==> config.mk <==
export PLATFORM = sky130hd
export DESIGN_NAME = strmm_ctrl
export DESIGN_NICKNAME = d
export VERILOG_FILES = /design/src/rtl/core/strmm_pkg.sv /design/src/rtl/core/strmm_ctrl.sv
export SDC_FILE = /design/constraint.sdc
export NUM_CORES = 1
export LEC_CHECK = 0
export ABC_AREA = 1
export BUFFER_PORTS_ARGS = -buffer_cell sky130_fd_sc_hd__clkbuf_2
export CAP_MARGIN = 40
export CORE_AREA = 2 2 39 41
export DETAILED_ROUTE_END_ITERATION = 10
export DIE_AREA = 0 0 41 43
export GPL_TIMING_DRIVEN = 1
export HOLD_SLACK_MARGIN = 0.12
export PLACE_DENSITY = 0.71
export SYNTH_ARGS = -nofsm -noshare
export SYNTH_HDL_FRONTEND = slang
export SYNTH_SLANG_ARGS = --single-unit
export TNS_END_PERCENT = 30
==> constraint.sdc <==
create_clock -name aclk -period 1.2 [get_ports aclk]
set_clock_uncertainty 0.1 [all_clocks]
set_input_delay 0 -clock aclk [delete_from_list [all_inputs] [get_ports aclk]]
set_output_delay 0 -clock aclk [all_outputs]
set_load 0.05 [all_outputs]
==> src/rtl/core/strmm_pkg.sv <==
// Shared types, constants and state encoding for the sparse-table range min/max engine.
// Depends on nothing; used by every module of the block.
package strmm_pkg;

    localparam int unsigned MaxElements = 1024;
    localparam int unsigned Levels      = 11;

    localparam logic [1:0] KIND_APPEND = 2'd0;
    localparam logic [1:0] KIND_QUERY  = 2'd1;
    localparam logic [1:0] KIND_CLEAR  = 2'd2;
    localparam logic [1:0] KIND_UNUSED = 2'd3;

    localparam logic [1:0] STATUS_OK   = 2'd0;
    localparam logic [1:0] STATUS_BAD  = 2'd1;
    localparam logic [1:0] STATUS_FULL = 2'd2;

    typedef struct packed {
        logic [1:0]         kind;
        logic signed [31:0] value;
        logic [10:0]        left;
        logic [10:0]        right;
    } in_beat_t;

    typedef struct packed {
        logic signed [31:0] range_min;
        logic signed [31:0] range_max;
        logic [1:0]         status;
    } out_beat_t;

    typedef enum logic [3:0] {
        ST_IDLE,
        ST_DECODE,
        ST_BLD_RD,
        ST_BLD_WAIT,
        ST_BLD_WR,
        ST_Q_RD0,
        ST_Q_RD1,
        ST_Q_WAIT,
        ST_Q_DONE,
        ST_OUT
    } state_t;

    // Controller -> datapath
    typedef struct packed {
        logic load_in;
        logic do_append;
        logic do_clear;
        logic set_built;
        logic bld_start;
        logic bld_read;
        logic bld_write;
        logic bld_next;
        logic q_setup;
        logic q_read0;
        logic q_read1;
        logic q_finish;
        logic res_bad;
        logic res_full;
        logic res_append;
        logic out_take;
    } cmd_t;

    // Datapath -> controller
    typedef struct packed {
        logic [1:0] kind;
        logic       full;
        logic       bad_range;
        logic       built;
        logic       bld_empty;
        logic       bld_last;
    } stat_t;

endpackage

==> src/rtl/core/strmm_ctrl.sv <==
// Controller state machine: sequences append, clear, rebuild and query beats.
// Depends on strmm_pkg.
module strmm_ctrl (
    input  logic               aclk,
    input  logic               aresetn,
    input  logic               s_valid,
    output logic               s_ready,
    output logic               m_valid,
    input  logic               m_ready,
    input  strmm_pkg::stat_t   stat,
    output strmm_pkg::cmd_t    cmd
);

    strmm_pkg::state_t state_reg, state_next;

    always_ff @(posedge aclk) begin
        if (!aresetn) begin
            state_reg <= strmm_pkg::ST_IDLE;
        end else begin
            state_reg <= state_next;
        end
    end

    // Next state
    always_comb begin
        state_next = state_reg;
        case (state_reg)
            strmm_pkg::ST_IDLE: begin
                if (s_valid) state_next = strmm_pkg::ST_DECODE;
            end
            strmm_pkg::ST_DECODE: begin
                case (stat.kind)
                    strmm_pkg::KIND_APPEND: state_next = strmm_pkg::ST_OUT;
                    strmm_pkg::KIND_QUERY: begin
                        if (stat.bad_range)  state_next = strmm_pkg::ST_OUT;
                        else if (stat.built) state_next = strmm_pkg::ST_Q_RD0;
                        else                 state_next = strmm_pkg::ST_BLD_RD;
                    end
                    default: state_next = strmm_pkg::ST_IDLE;
                endcase
            end
            strmm_pkg::ST_BLD_RD: begin
                if (stat.bld_empty) state_next = strmm_pkg::ST_Q_RD0;
                else                state_next = strmm_pkg::ST_BLD_WAIT;
            end
            strmm_pkg::ST_BLD_WAIT: state_next = strmm_pkg::ST_BLD_WR;
            strmm_pkg::ST_BLD_WR: begin
                if (stat.bld_last) state_next = strmm_pkg::ST_Q_RD0;
                else               state_next = strmm_pkg::ST_BLD_RD;
            end
            strmm_pkg::ST_Q_RD0:  state_next = strmm_pkg::ST_Q_RD1;
            strmm_pkg::ST_Q_RD1:  state_next = strmm_pkg::ST_Q_WAIT;
            strmm_pkg::ST_Q_WAIT: state_next = strmm_pkg::ST_Q_DONE;
            strmm_pkg::ST_Q_DONE: state_next = strmm_pkg::ST_OUT;
            strmm_pkg::ST_OUT: begin
                if (m_ready) state_next = strmm_pkg::ST_IDLE;
            end
            default: state_next = strmm_pkg::ST_IDLE;
        endcase
    end

    // Outputs
    always_comb begin
        cmd     = '0;
        s_ready = 1'b0;
        m_valid = 1'b0;
        case (state_reg)
            strmm_pkg::ST_IDLE: begin
                s_ready     = 1'b1;
                cmd.load_in = s_valid;
            end
            strmm_pkg::ST_DECODE: begin
                case (stat.kind)
                    strmm_pkg::KIND_APPEND: begin
                        cmd.do_append  = !stat.full;
                        cmd.res_full   = stat.full;
                        cmd.res_append = !stat.full;
                    end
                    strmm_pkg::KIND_QUERY: begin
                        cmd.res_bad   = stat.bad_range;
                        cmd.bld_start = !stat.bad_range && !stat.built;
                        cmd.q_setup   = !stat.bad_range && stat.built;
                    end
                    strmm_pkg::KIND_CLEAR: cmd.do_clear = 1'b1;
                    default: ;
                endcase
            end
            strmm_pkg::ST_BLD_RD: begin
                cmd.bld_read  = !stat.bld_empty;
                cmd.set_built = stat.bld_empty;
                cmd.q_setup   = stat.bld_empty;
            end
            strmm_pkg::ST_BLD_WAIT: ;
            strmm_pkg::ST_BLD_WR: begin
                cmd.bld_write = 1'b1;
                cmd.bld_next  = 1'b1;
                cmd.set_built = stat.bld_last;
                cmd.q_setup   = stat.bld_last;
            end
            strmm_pkg::ST_Q_RD0:  cmd.q_read0 = 1'b1;
            strmm_pkg::ST_Q_RD1:  cmd.q_read1 = 1'b1;
            strmm_pkg::ST_Q_WAIT: ;
            strmm_pkg::ST_Q_DONE: cmd.q_finish = 1'b1;
            strmm_pkg::ST_OUT: begin
                m_valid      = 1'b1;
                cmd.out_take = m_ready;
            end
            default: ;
        endcase
    end

endmodule

==> qor.csv, run 1 <==
stage,metric,value,unit
timing,hold_viol_final,0,
min_path,hold_start,stat[6],
setup_path,reg2reg_from,state_reg[3],
setup_path,crit_chain,"inv_6, nand2_4, nor2_4, inv_4, nor4_4, clkbuf_8",
setup_path,cp_top_family,flip-flops,
setup_path,r2r_cells,8,
setup_path,r2r_end,state_reg[0],
setup_path,path_buf_inv,3,
detailed_routing,viasPerCell,4.72,
clocking,cts.sinks,4,
synth,ys.flop_type,dfxtp_1,
detailed_routing,totalWireLength,1620,µm
pwr,power,865,µW
floorplan,start_util,0.345,
cells_and_area,num_antenna_cells,0,
setup_path,cp.required,1.10,ns
grt,antenna_found_initial,0,
cells_and_area,drive_gt1_frac,0.654,
synth,async_flop_share,0,
synth,yosys_warnings,0,
placed_design,pre_cts_ws,-0.103,ns
timing,finalCritPeriodShare,1.17,
placed_design,port_buffers,28,
cells_and_area,seq_area,92.6,µm²
detailed_routing,dr_wl_met2,894,µm
synth,ys_seq_area_frac,0.168,
synth,syn_area,478,µm²
setup_path,start_kind,register,
synth,synth_top_area_cell,dfxtp_1,
setup_path,critPathMaxStageDelay,0.36,ns
placed_design,dp_hpwl,1070,µm
grt,grt_pass1_wl,2460,µm
synth,ys_ff_latch,4,
grt,grt_pass1_vias,639,
timing,max_freq,712,MHz
pwr,power.leakage,0.518,nW
synth,yosysTopAreaCellShare,0.168,
timing,worstMarginPinSlew,0.200,ns
setup_path,slowest_stage,dfxtp_4,
pwr,p_comb_frac,0.616,
floorplan,row_count,14,
placed_design,place_area,736,µm²
clocking,h-tree-depth,1,
synth,yosysUniqueCellTypes,21,
setup_path,cp.arrival,1.30,ns
pwr,power.internal,469,µW
cells_and_area,stdcell_area,1080,µm²
synth,yosys-top-cells-area,"dfxtp_1 (17%), nor2_1 (14%), nand2_1 (11%)",
detailed_routing,drt-pass1-iter-count,4,
cells_and_area,nFillCells,97,
detailed_routing,first_iter_violations,8,
timing,rsz0062_at_grt,true,
clocking,cts_tree,built,
grt,overflow,0,
pwr,seqPwrFrac,0.196,
pwr,peakVddDrop,0.775,mV
synth,synth.most_common_cell,nor2_1,
timing,finalSetupViolCount,19,
floorplan,fp.dieW,41,µm
setup_path,criticalPathCategory,register to output port,
job,drv_cap,0,
floorplan,ioPinCount,29,
min_path,whs_endpoint,state_reg[1],
min_path,holdCritPathClass,primary input to register,
synth,synthTopCellsByCount,"nor2_1 (18), nand2_1 (14), inv_1 (13)",
floorplan,fp.dieH,43,µm
clocking,clk_pin_slew,0.04,ns
pwr,p_per_area,804,nW/µm²
placed_design,gp_congestion,0.803,
detailed_routing,routedWlPerCell,11.3,µm
detailed_routing,route.met3.wl,51,µm
timing,drv_slew,0,
detailed_routing,highest_layer,met3,
floorplan,core_area,1380,µm²
run_status,violations,setup timing,
clocking,cts_made_buffers,3,
synth,synth_edf_count,0,
pwr,switching_share,0.458,
detailed_routing,ant_nets,0,
grt,grt.total_usage,0.198,
min_path,worstHoldPathCells,4,
clocking,clockBufferDepth,2,
run_status,status,"finished, violations left",
grt,grt_max_degree,7,
setup_path,crit_fanout,5,
cells_and_area,area_delta_synth_final,125,%
cells_and_area,fin_nets,140,
cells_and_area,multiInputGateArea,425,µm²
setup_path,endpoint_kind,output port,
clocking,postCtsHoldBufs,3,
timing,finalCriticalPeriod,1.40,ns
synth,syn_nets,96,
setup_path,rrSetupSlack,-0.06,ns
clocking,worstSkewPairLatency,0.23,ns
floorplan,fp.dieArea,1760,µm²
synth,synthCells,85,
timing,maxSlewHeadroom,0.865,
detailed_routing,routedLengthMet1,673,µm
synth,syn_area_per_cell,5.62,µm²
cells_and_area,largest_register_ffs,4,
detailed_routing,num_vias,675,
clocking,cts-root-buf,clkbuf_4,
timing,tns,-2.22,ns
pwr,power.switching,396,µW
timing,worst_slack,-0.204,ns
pwr,power_frac_clock,0.188,
detailed_routing,drc,0,
cells in the final DEF (no fill, tap or decap), types with 2 or more instances in the layout:
cell / Yosys / layout
buf_6: 0 / 5
buf_4: 2 / 8
nand2_4: 1 / 2
nor2_4: 2 / 9
nand3_1: 5 / 4
nand2_2: 2 / 4
inv_2: 7 / 5
nor2_1: 18 / 9
nor3_4: 1 / 3
inv_4: 0 / 4
a21oi_1: 3 / 3
clkbuf_4: 0 / 3
dlygate4sd3_1: 0 / 3
nand2_1: 14 / 11
clkbuf_2: 0 / 10
nor2_2: 3 / 5
buf_8: 0 / 9
inv_1: 13 / 10
clkbuf_8: 0 / 5
nor3_2: 1 / 2
dfxtp_4: 0 / 3
kinds of logic after synthesis:
logic type | after synthesis | synth area share
simple gates | 53 | 0.568
buf+inv | 22 | 0.188
compound gates | 6 | 0.0759
flops | 4 | 0.168
final cells by class:
class | count | area share
clock buffer | 3 | 0.0209
inverter | 20 | 0.0837
timing repair buffer | 41 | 0.395
sequential | 4 | 0.0860
tap | 16 | 0.0186
multi-input combinational | 59 | 0.395
power by group through the flow:
stage / Sequential, mW / Clock (mW) / Combinational (mW)
floorplan: 0.162 / 0 / 0.285
global placement: 0.163 / 0 / 0.392
detailed placement: 0.164 / 0 / 0.395
CTS: 0.162 / 0.174 / 0.459
global route: 0.171 / 0.174 / 0.571
finish: 0.170 / 0.162 / 0.533
worst reg2reg max path, stage by stage, from the launching register on:
cell and delay, ns:
dfxtp_4 0.38, inv_6 0.04, buf_4 0.14, nor2_4 0.13
nand3_2 0.11, nand2_1 0.08, nor2_1 0.04, nand2_1 0.07
a21oi_1 0.05
stage by stage:
stage / instances / util / hold WS, ns
after floorplan: 85 / - / -0.0366
after global placement: 135 / 0.532 / 0.107
after detailed placement: 135 / 0.532 / 0.103
after CTS: 141 / 0.689 / 0.0587
after global routing: 143 / 0.778 / 0.110
final: 143 / 0.778 / 0.0766
routing by layer:
layer | track usage | up-vias
met5 | 0 | -
met4 | 0.0400 | 0
met3 | 0.0471 | 0
met2 | 0.328 | 18
met1 | 0.250 | 313
li1 | - | 344
timing repair:
item	CTS	global route
setup endpoints to repair	22	22
gates resized for setup	42	41
endpoints found under the hold margin	4	1
buffers inserted	0	2
pin swaps	3	7
worst max path at each step:
stage | slack, ns | from | depth (start not counted) | end
final | -0.20 | state_reg[3] | 6 | cmd[3]
after global routing | -0.27 | state_reg[0] | 8 | cmd[7]
after CTS | -0.21 | state_reg[1] | 7 | cmd[2]
after detailed placement | -0.10 | state_reg[1] | 8 | cmd[7]
after global placement | -0.09 | state_reg[1] | 8 | cmd[7]
after floorplan | -0.37 | state_reg[2] | 6 | cmd[14]
(Power assumes the default switching activity.)
==> run 2, diff against run 1 <==
- CELL_PAD_IN_SITES_DETAIL_PLACEMENT: unset -> 2
- CELL_PAD_IN_SITES_GLOBAL_PLACEMENT: unset -> 2
- CORE_AREA: 2 2 39 41 -> unset
- CORE_MARGIN: unset -> 1.5
- CORE_UTILIZATION: unset -> 16
- DIE_AREA: 0 0 41 43 -> unset
- PLACE_DENSITY: 0.71 -> unset
- PLACE_DENSITY_LB_ADDON: unset -> 0.1
==> run 2 against run 1 <==
Compared with the run above:
- the flow finishes with violations (DRC, setup timing)
- clock power increased by 3%
- first-iteration DRC count increased by 75%
- hold slack improved by 0.012 ns
- cell count increased by 13%
- critical path depth unchanged
- die area increased by 89%
- sequential share of layout area decreased by 0.32 points
- non-clock buffer count increased by 4
==> qor.csv, run 2 (synthesis results as in run 1) <==
stage,metric,value,unit,change
detailed_routing,routedWlPerCell,11.9,µm,+5.2%
timing,tns,-2.87,ns,-0.651 ns
cells_and_area,post-route-util,0.388,,-0.390
setup_path,cp.arrival,1.32,ns,+0.02 ns
setup_path,cp.required,1.10,ns,about the same
detailed_routing,first_iter_violations,14,,+6
timing,finalSetupViolCount,21,,+2
pwr,peakVddDrop,0.427,mV,-45%
setup_path,path_buf_inv,3,,unchanged
cells_and_area,stdcell_area,1090,µm²,+1.0%
cells_and_area,num_antenna_cells,0,,unchanged
clocking,clk_pin_slew,0.03,ns,about the same
grt,grt_pass1_vias,779,,+22%
detailed_routing,ant_nets,0,,unchanged
pwr,power.internal,475,µW,+1.4%
detailed_routing,num_vias,682,,+1.0%
clocking,h-tree-depth,1,,unchanged
clocking,cts_made_buffers,3,,unchanged
placed_design,gp_congestion,0.715,,-11%
setup_path,start_kind,register,,
timing,maxSlewHeadroom,0.831,,-0.0345
cells_and_area,area_delta_synth_final,127,%,
timing,worst_slack,-0.218,ns,-0.0139 ns
timing,finalCriticalPeriod,1.42,ns,+0.0139 ns
floorplan,ioPinCount,29,,unchanged
detailed_routing,viasPerCell,4.21,,-11%
placed_design,pre_cts_ws,-0.145,ns,-0.0426 ns
pwr,power.switching,393,µW,-0.73%
job,drv_cap,0,,unchanged
placed_design,place_area,822,µm²,+12%
pwr,power.leakage,0.533,nW,+2.7%
pwr,switching_share,0.453,,-0.00521
grt,grt_pass1_wl,3540,µm,+44%
clocking,clockBufferDepth,2,,unchanged
cells_and_area,fin_nets,144,,+2.9%
pwr,p_per_area,799,nW/µm²,-0.63%
setup_path,crit_fanout,6,,+1
floorplan,row_count,19,,+5
setup_path,slowest_stage,dfxtp_4,,
clocking,cts_tree,built,,
timing,drv_slew,0,,unchanged
setup_path,path_common_cell,inv_4,,
cells_and_area,final_common_cell,buf_4,,
pwr,p_comb_frac,0.619,,+0.003
placed_design,port_buffers,28,,unchanged
min_path,holdCritPathClass,primary input to register,,
setup_path,cp_top_family,flip-flops,,
detailed_routing,totalWireLength,1930,µm,+19%
floorplan,fp.dieArea,3320,µm²,+89%
grt,grt_max_degree,7,,unchanged
timing,rsz0062_at_grt,true,,
pwr,seqPwrFrac,0.189,,-0.007
grt,overflow,0,,unchanged
floorplan,start_util,0.170,,-0.175
detailed_routing,drt-pass1-iter-count,7,,+3
setup_path,startpoint,state_reg[1],,
timing,finalCritPeriodShare,1.18,,+0.0116
floorplan,fp.dieW,57.7,µm,+41%
floorplan,fp.dieH,57.7,µm,+34%
grt,antenna_found_initial,0,,unchanged
run_status,status,"finished, violations left",,
timing,max_freq,705,MHz,-0.98%
setup_path,endpoint_kind,output port,,
grt,grt.total_usage,0.139,,-0.0592
floorplan,core_area,2810,µm²,+100%
setup_path,reg2reg_from,state_reg[1],,
cells_and_area,largest_register_ffs,4,,unchanged
timing,hold_viol_final,0,,unchanged
setup_path,criticalPathCategory,register to output port,,
cells_and_area,layout_common_cells,"buf_4 (13), nor2_1 (12), nand2_1 (12)",,
pwr,power_frac_clock,0.192,,+0.004
setup_path,crit_chain,"inv_4, nand2_4, nor2_4, inv_4, nor3_4, clkbuf_8",,
clocking,worstSkewPairLatency,0.24,ns,about the same
clocking,cts-root-buf,clkbuf_4,,
setup_path,critPathMaxStageDelay,0.36,ns,about the same
timing,worstMarginPinSlew,0.252,ns,+0.0513 ns
min_path,hold_start,stat[6],,
cells_and_area,drive_gt1_frac,0.634,,-0.0200
placed_design,dp_hpwl,1590,µm,+49%
run_status,violations,"DRC, setup timing",,
detailed_routing,drc,1,,+1
clocking,postCtsHoldBufs,3,,unchanged
clocking,cts.sinks,4,,unchanged
## run 2: worst register-to-register path, cell delays in order (launching register included)
cell     delay [ns]
dfxtp_4        0.36
nor2_2         0.19
nand3_2        0.13
buf_4          0.15
nand2_1        0.05
inv_1          0.04
nand2_1        0.05
nand2_1        0.06
a21oi_2        0.12
## run 2: path summary, 6_finish.rpt
path	to	slack (ns)	depth (start not counted)
hold reg to reg	state_reg[0]	0.58	4
setup / recovery	cmd[1]	-0.22	6
setup reg to reg	state_reg[0]	-0.12	8
hold / removal	state_reg[1]	0.09	4
## run 2: power groups by stage
stage / Combinational, mW / Clock, mW / Sequential [mW]
after floorplan: 0.285 / 0 / 0.162
after global placement: 0.437 / 0 / 0.161
after detailed placement: 0.446 / 0 / 0.162
after CTS: 0.532 / 0.175 / 0.164
after global routing: 0.582 / 0.186 / 0.166
final: 0.537 / 0.167 / 0.164
## run 2: timing repair
item	CTS	global route
pin swaps	8	1
gates cloned	0	0
endpoints found under the setup margin	22	22
setup buffers	3	0
gates resized for setup	46	7
hold endpoints to repair	4	1
## run 2: routing by layer
metal | wire (µm) | up-vias | global-route usage
li1 | - | 355 | -
met1 | 845 | 308 | 0.188
met2 | 983 | 16 | 0.224
met3 | 78 | 3 | 0.0290
met4 | 22 | 0 | 0.0399
met5 | 0 | - | 0
## run 2: per-stage QoR
stage               total power [mW]  hold slack, ns  std cells
detailed placement             0.608           0.109        153
finish                         0.868          0.0881        162
global route                   0.934           0.120        162
global placement               0.598          0.0992        153
floorplan                      0.447         -0.0366         85
CTS                            0.871          0.0946        162
## run 2: final cells by class
class                      count  area (µm²)
clock buffer                   3        22.5
fill                         320        1720
inverter                      20        85.1
multi-input combinational     59         399
sequential                     4        90.1
tap                           31        38.8
timing repair buffer          45         452
==> run 3, diff against run 2 <==
- REMOVE_ABC_BUFFERS: unset -> 1
==> run 3 against run 2 <==
Compared with the run above:
- the run still ends with DRC, setup timing left
- fmax decreased by 2.4%
- total power increased by 2.4%
- critical path depth increased by 1
- worst setup slack got worse by 0.035 ns
- via count increased by 3.1%
- sequential share of layout area about the same
- non-clock buffer count unchanged
- register-to-register slack improved by 0.05 ns
- critical path type unchanged
==> qor.csv, run 3 (synthesis results as in run 1) <==
stage,metric,value,unit,change
run_status,status,"finished, violations left",,
run_status,violations,"DRC, setup timing",,
placed_design,gp_congestion,0.703,,-1.7%
min_path,hold_start,stat[6],,
pwr,power_frac_clock,0.199,,+0.007
floorplan,row_count,19,,unchanged
pwr,power,889,µW,+2.4%
floorplan,start_util,0.170,,unchanged
detailed_routing,num_vias,703,,+3.1%
detailed_routing,ant_nets,0,,unchanged
pwr,switching_share,0.447,,-0.00598
timing,finalSetupViolCount,21,,unchanged
clocking,cts-root-buf,clkbuf_4,,
cells_and_area,drive_gt1_frac,0.634,,unchanged
pwr,power.leakage,0.530,nW,-0.47%
placed_design,dp_hpwl,1610,µm,+1.0%
setup_path,cp.arrival,1.35,ns,+0.03 ns
job,drv_cap,0,,unchanged
timing,hold_viol_final,0,,unchanged
placed_design,place_area,815,µm²,-0.91%
timing,worst_slack,-0.252,ns,-0.0346 ns
timing,max_freq,689,MHz,-2.4%
timing,finalCritPeriodShare,1.21,,+0.0289
timing,drv_slew,0,,unchanged
setup_path,start_kind,register,,
grt,overflow,0,,unchanged
timing,fin_hold_ws,0.0622,ns,-0.0258 ns
min_path,holdCritPathClass,primary input to register,,
cells_and_area,stdcell_area,1090,µm²,+0.23%
pwr,p_per_area,816,nW/µm²,+2.1%
detailed_routing,first_iter_violations,6,,-8
clocking,cts_tree,built,,
min_path,whs_endpoint,state_reg[1],,
timing,finalCriticalPeriod,1.45,ns,+0.0346 ns
clocking,h-tree-depth,1,,unchanged
pwr,p_comb_frac,0.614,,-0.005
grt,grt.total_usage,0.128,,-0.0107
setup_path,criticalPathCategory,register to output port,,
detailed_routing,highest_layer,met3,,
clocking,clk_pin_slew,0.04,ns,about the same
cells_and_area,post-route-util,0.388,,+0.000892
min_path,worstHoldPathCells,4,,unchanged
detailed_routing,totalWireLength,1950,µm,+0.83%
clocking,clockBufferDepth,2,,unchanged
cells_and_area,num_antenna_cells,0,,unchanged
setup_path,crit_fanout,5,,-1
pwr,peakVddDrop,0.507,mV,+19%
setup_path,cp.required,1.10,ns,about the same
cells_and_area,final_common_cell,buf_4,,
floorplan,core_area,2810,µm²,unchanged
grt,grt_max_degree,7,,unchanged
floorplan,ioPinCount,29,,unchanged
floorplan,fp.dieH,57.7,µm,unchanged
clocking,cts.sinks,4,,unchanged
detailed_routing,drc,4,,+3
clocking,postCtsHoldBufs,3,,unchanged
grt,grt_pass1_wl,3260,µm,-7.8%
timing,maxSlewHeadroom,0.855,,+0.0244
detailed_routing,route.met3.wl,84,µm,+7.7%
detailed_routing,dr_wl_met2,1070,µm,+9.1%
grt,grt_pass1_vias,754,,-3.2%
floorplan,fp.dieArea,3320,µm²,unchanged
setup_path,rrSetupSlack,-0.07,ns,+0.05 ns
floorplan,fp.dieW,57.7,µm,unchanged
placed_design,placed_cells,155,,+1.3%
detailed_routing,viasPerCell,4.34,,+3.1%
cells_and_area,fin_nets,144,,unchanged
detailed_routing,routedWlPerCell,12.0,µm,+0.83%
timing,worstMarginPinSlew,0.216,ns,-0.0355 ns
cells_and_area,fin_cells,162,,unchanged
pwr,power.switching,397,µW,+1.0%
cells_and_area,layout_common_cells,"buf_4 (15), nand2_1 (12), nor2_1 (12)",,
grt,antenna_found_initial,0,,unchanged
placed_design,port_buffers,28,,unchanged
clocking,worstSkewPairLatency,0.24,ns,about the same
timing,rsz0062_at_grt,true,,
clocking,cts_made_buffers,3,,unchanged
setup_path,r2r_end,state_reg[0],,
detailed_routing,routedLengthMet1,787,µm,-6.9%
detailed_routing,drt-pass1-iter-count,6,,-1
cells_and_area,largest_register_ffs,4,,unchanged
pwr,seqPwrFrac,0.186,,-0.003
setup_path,r2r_cells,8,,unchanged
setup_path,endpoint_kind,output port,,
pwr,power.internal,492,µW,+3.5%
setup_path,reg2reg_from,state_reg[1],,
cells_and_area,area_delta_synth_final,128,%,
==> run 3: changes by cell type in the layout (fill, tap and decap cells not counted), moves of 2 or more <==
cell / before / now
buf_6: 1 / 3
buf_12: 3 / 5
nand2_4: 3 / 1
buf_4: 13 / 15
buf_8: 3 / 5
clkbuf_4: 6 / 3
nand2_2: 2 / 4
clkbuf_8: 8 / 3
==> run 3: worst max path at each step <==
stage	from	endpoint	slack [ns]	depth (start not counted)
global route	state_reg[2]	cmd[14]	-0.34	6
finish	state_reg[2]	cmd[3]	-0.25	7
CTS	state_reg[2]	cmd[3]	-0.27	7
floorplan	state_reg[2]	cmd[14]	-1.63	5
global placement	state_reg[1]	cmd[3]	-0.09	7
detailed placement	state_reg[1]	cmd[14]	-0.13	6
==> run 3: critical path: stages (launching register included) <==
cell and delay, ns:
dfxtp_2 0.33, inv_4 0.08, nand2_4 0.07, nor2_4 0.13, inv_4 0.08, nor4_4 0.14, buf_4 0.16, buf_12 0.12
==> run 3: final cells by class <==
type | instances | area, µm²
Clock buffer | 3 | 22.5
Timing Repair Buffer | 45 | 468
Inverter | 20 | 87.6
Sequential cell | 4 | 90.1
Fill cell | 347 | 1720
Tap cell | 31 | 38.8
Multi-Input combinational cell | 59 | 383
==> run 3: power groups by stage <==
stage	combinational, mW	clock, mW	sequential (mW)
final	0.546	0.177	0.166
after global routing	0.586	0.198	0.168
after CTS	0.536	0.182	0.164
after detailed placement	0.452	0	0.160
after global placement	0.447	0	0.158
after floorplan	0.257	0	0.159
==> run 3: metal layers <==
layer,vias up,track usage
li1,356,-
met4,0,0.0199
met2,17,0.229
met1,330,0.154
met5,-,0
met3,0,0.0402
==> run 3: repair_timing <==
item	4_1_cts	5_1_grt
setup endpoints to repair	22	22
pin swaps	6	2
buffers inserted	1	0
resized for setup	48	18
hold endpoints to repair	4	1
==> run 3: stage by stage <==
stage	setup TNS (ns)	worst slack, ns
final	-2.82	-0.252
after CTS	-3.35	-0.270
after global routing	-4.55	-0.336
after floorplan	-8.93	-1.63
after global placement	-0.733	-0.0944
after detailed placement	-1.24	-0.127
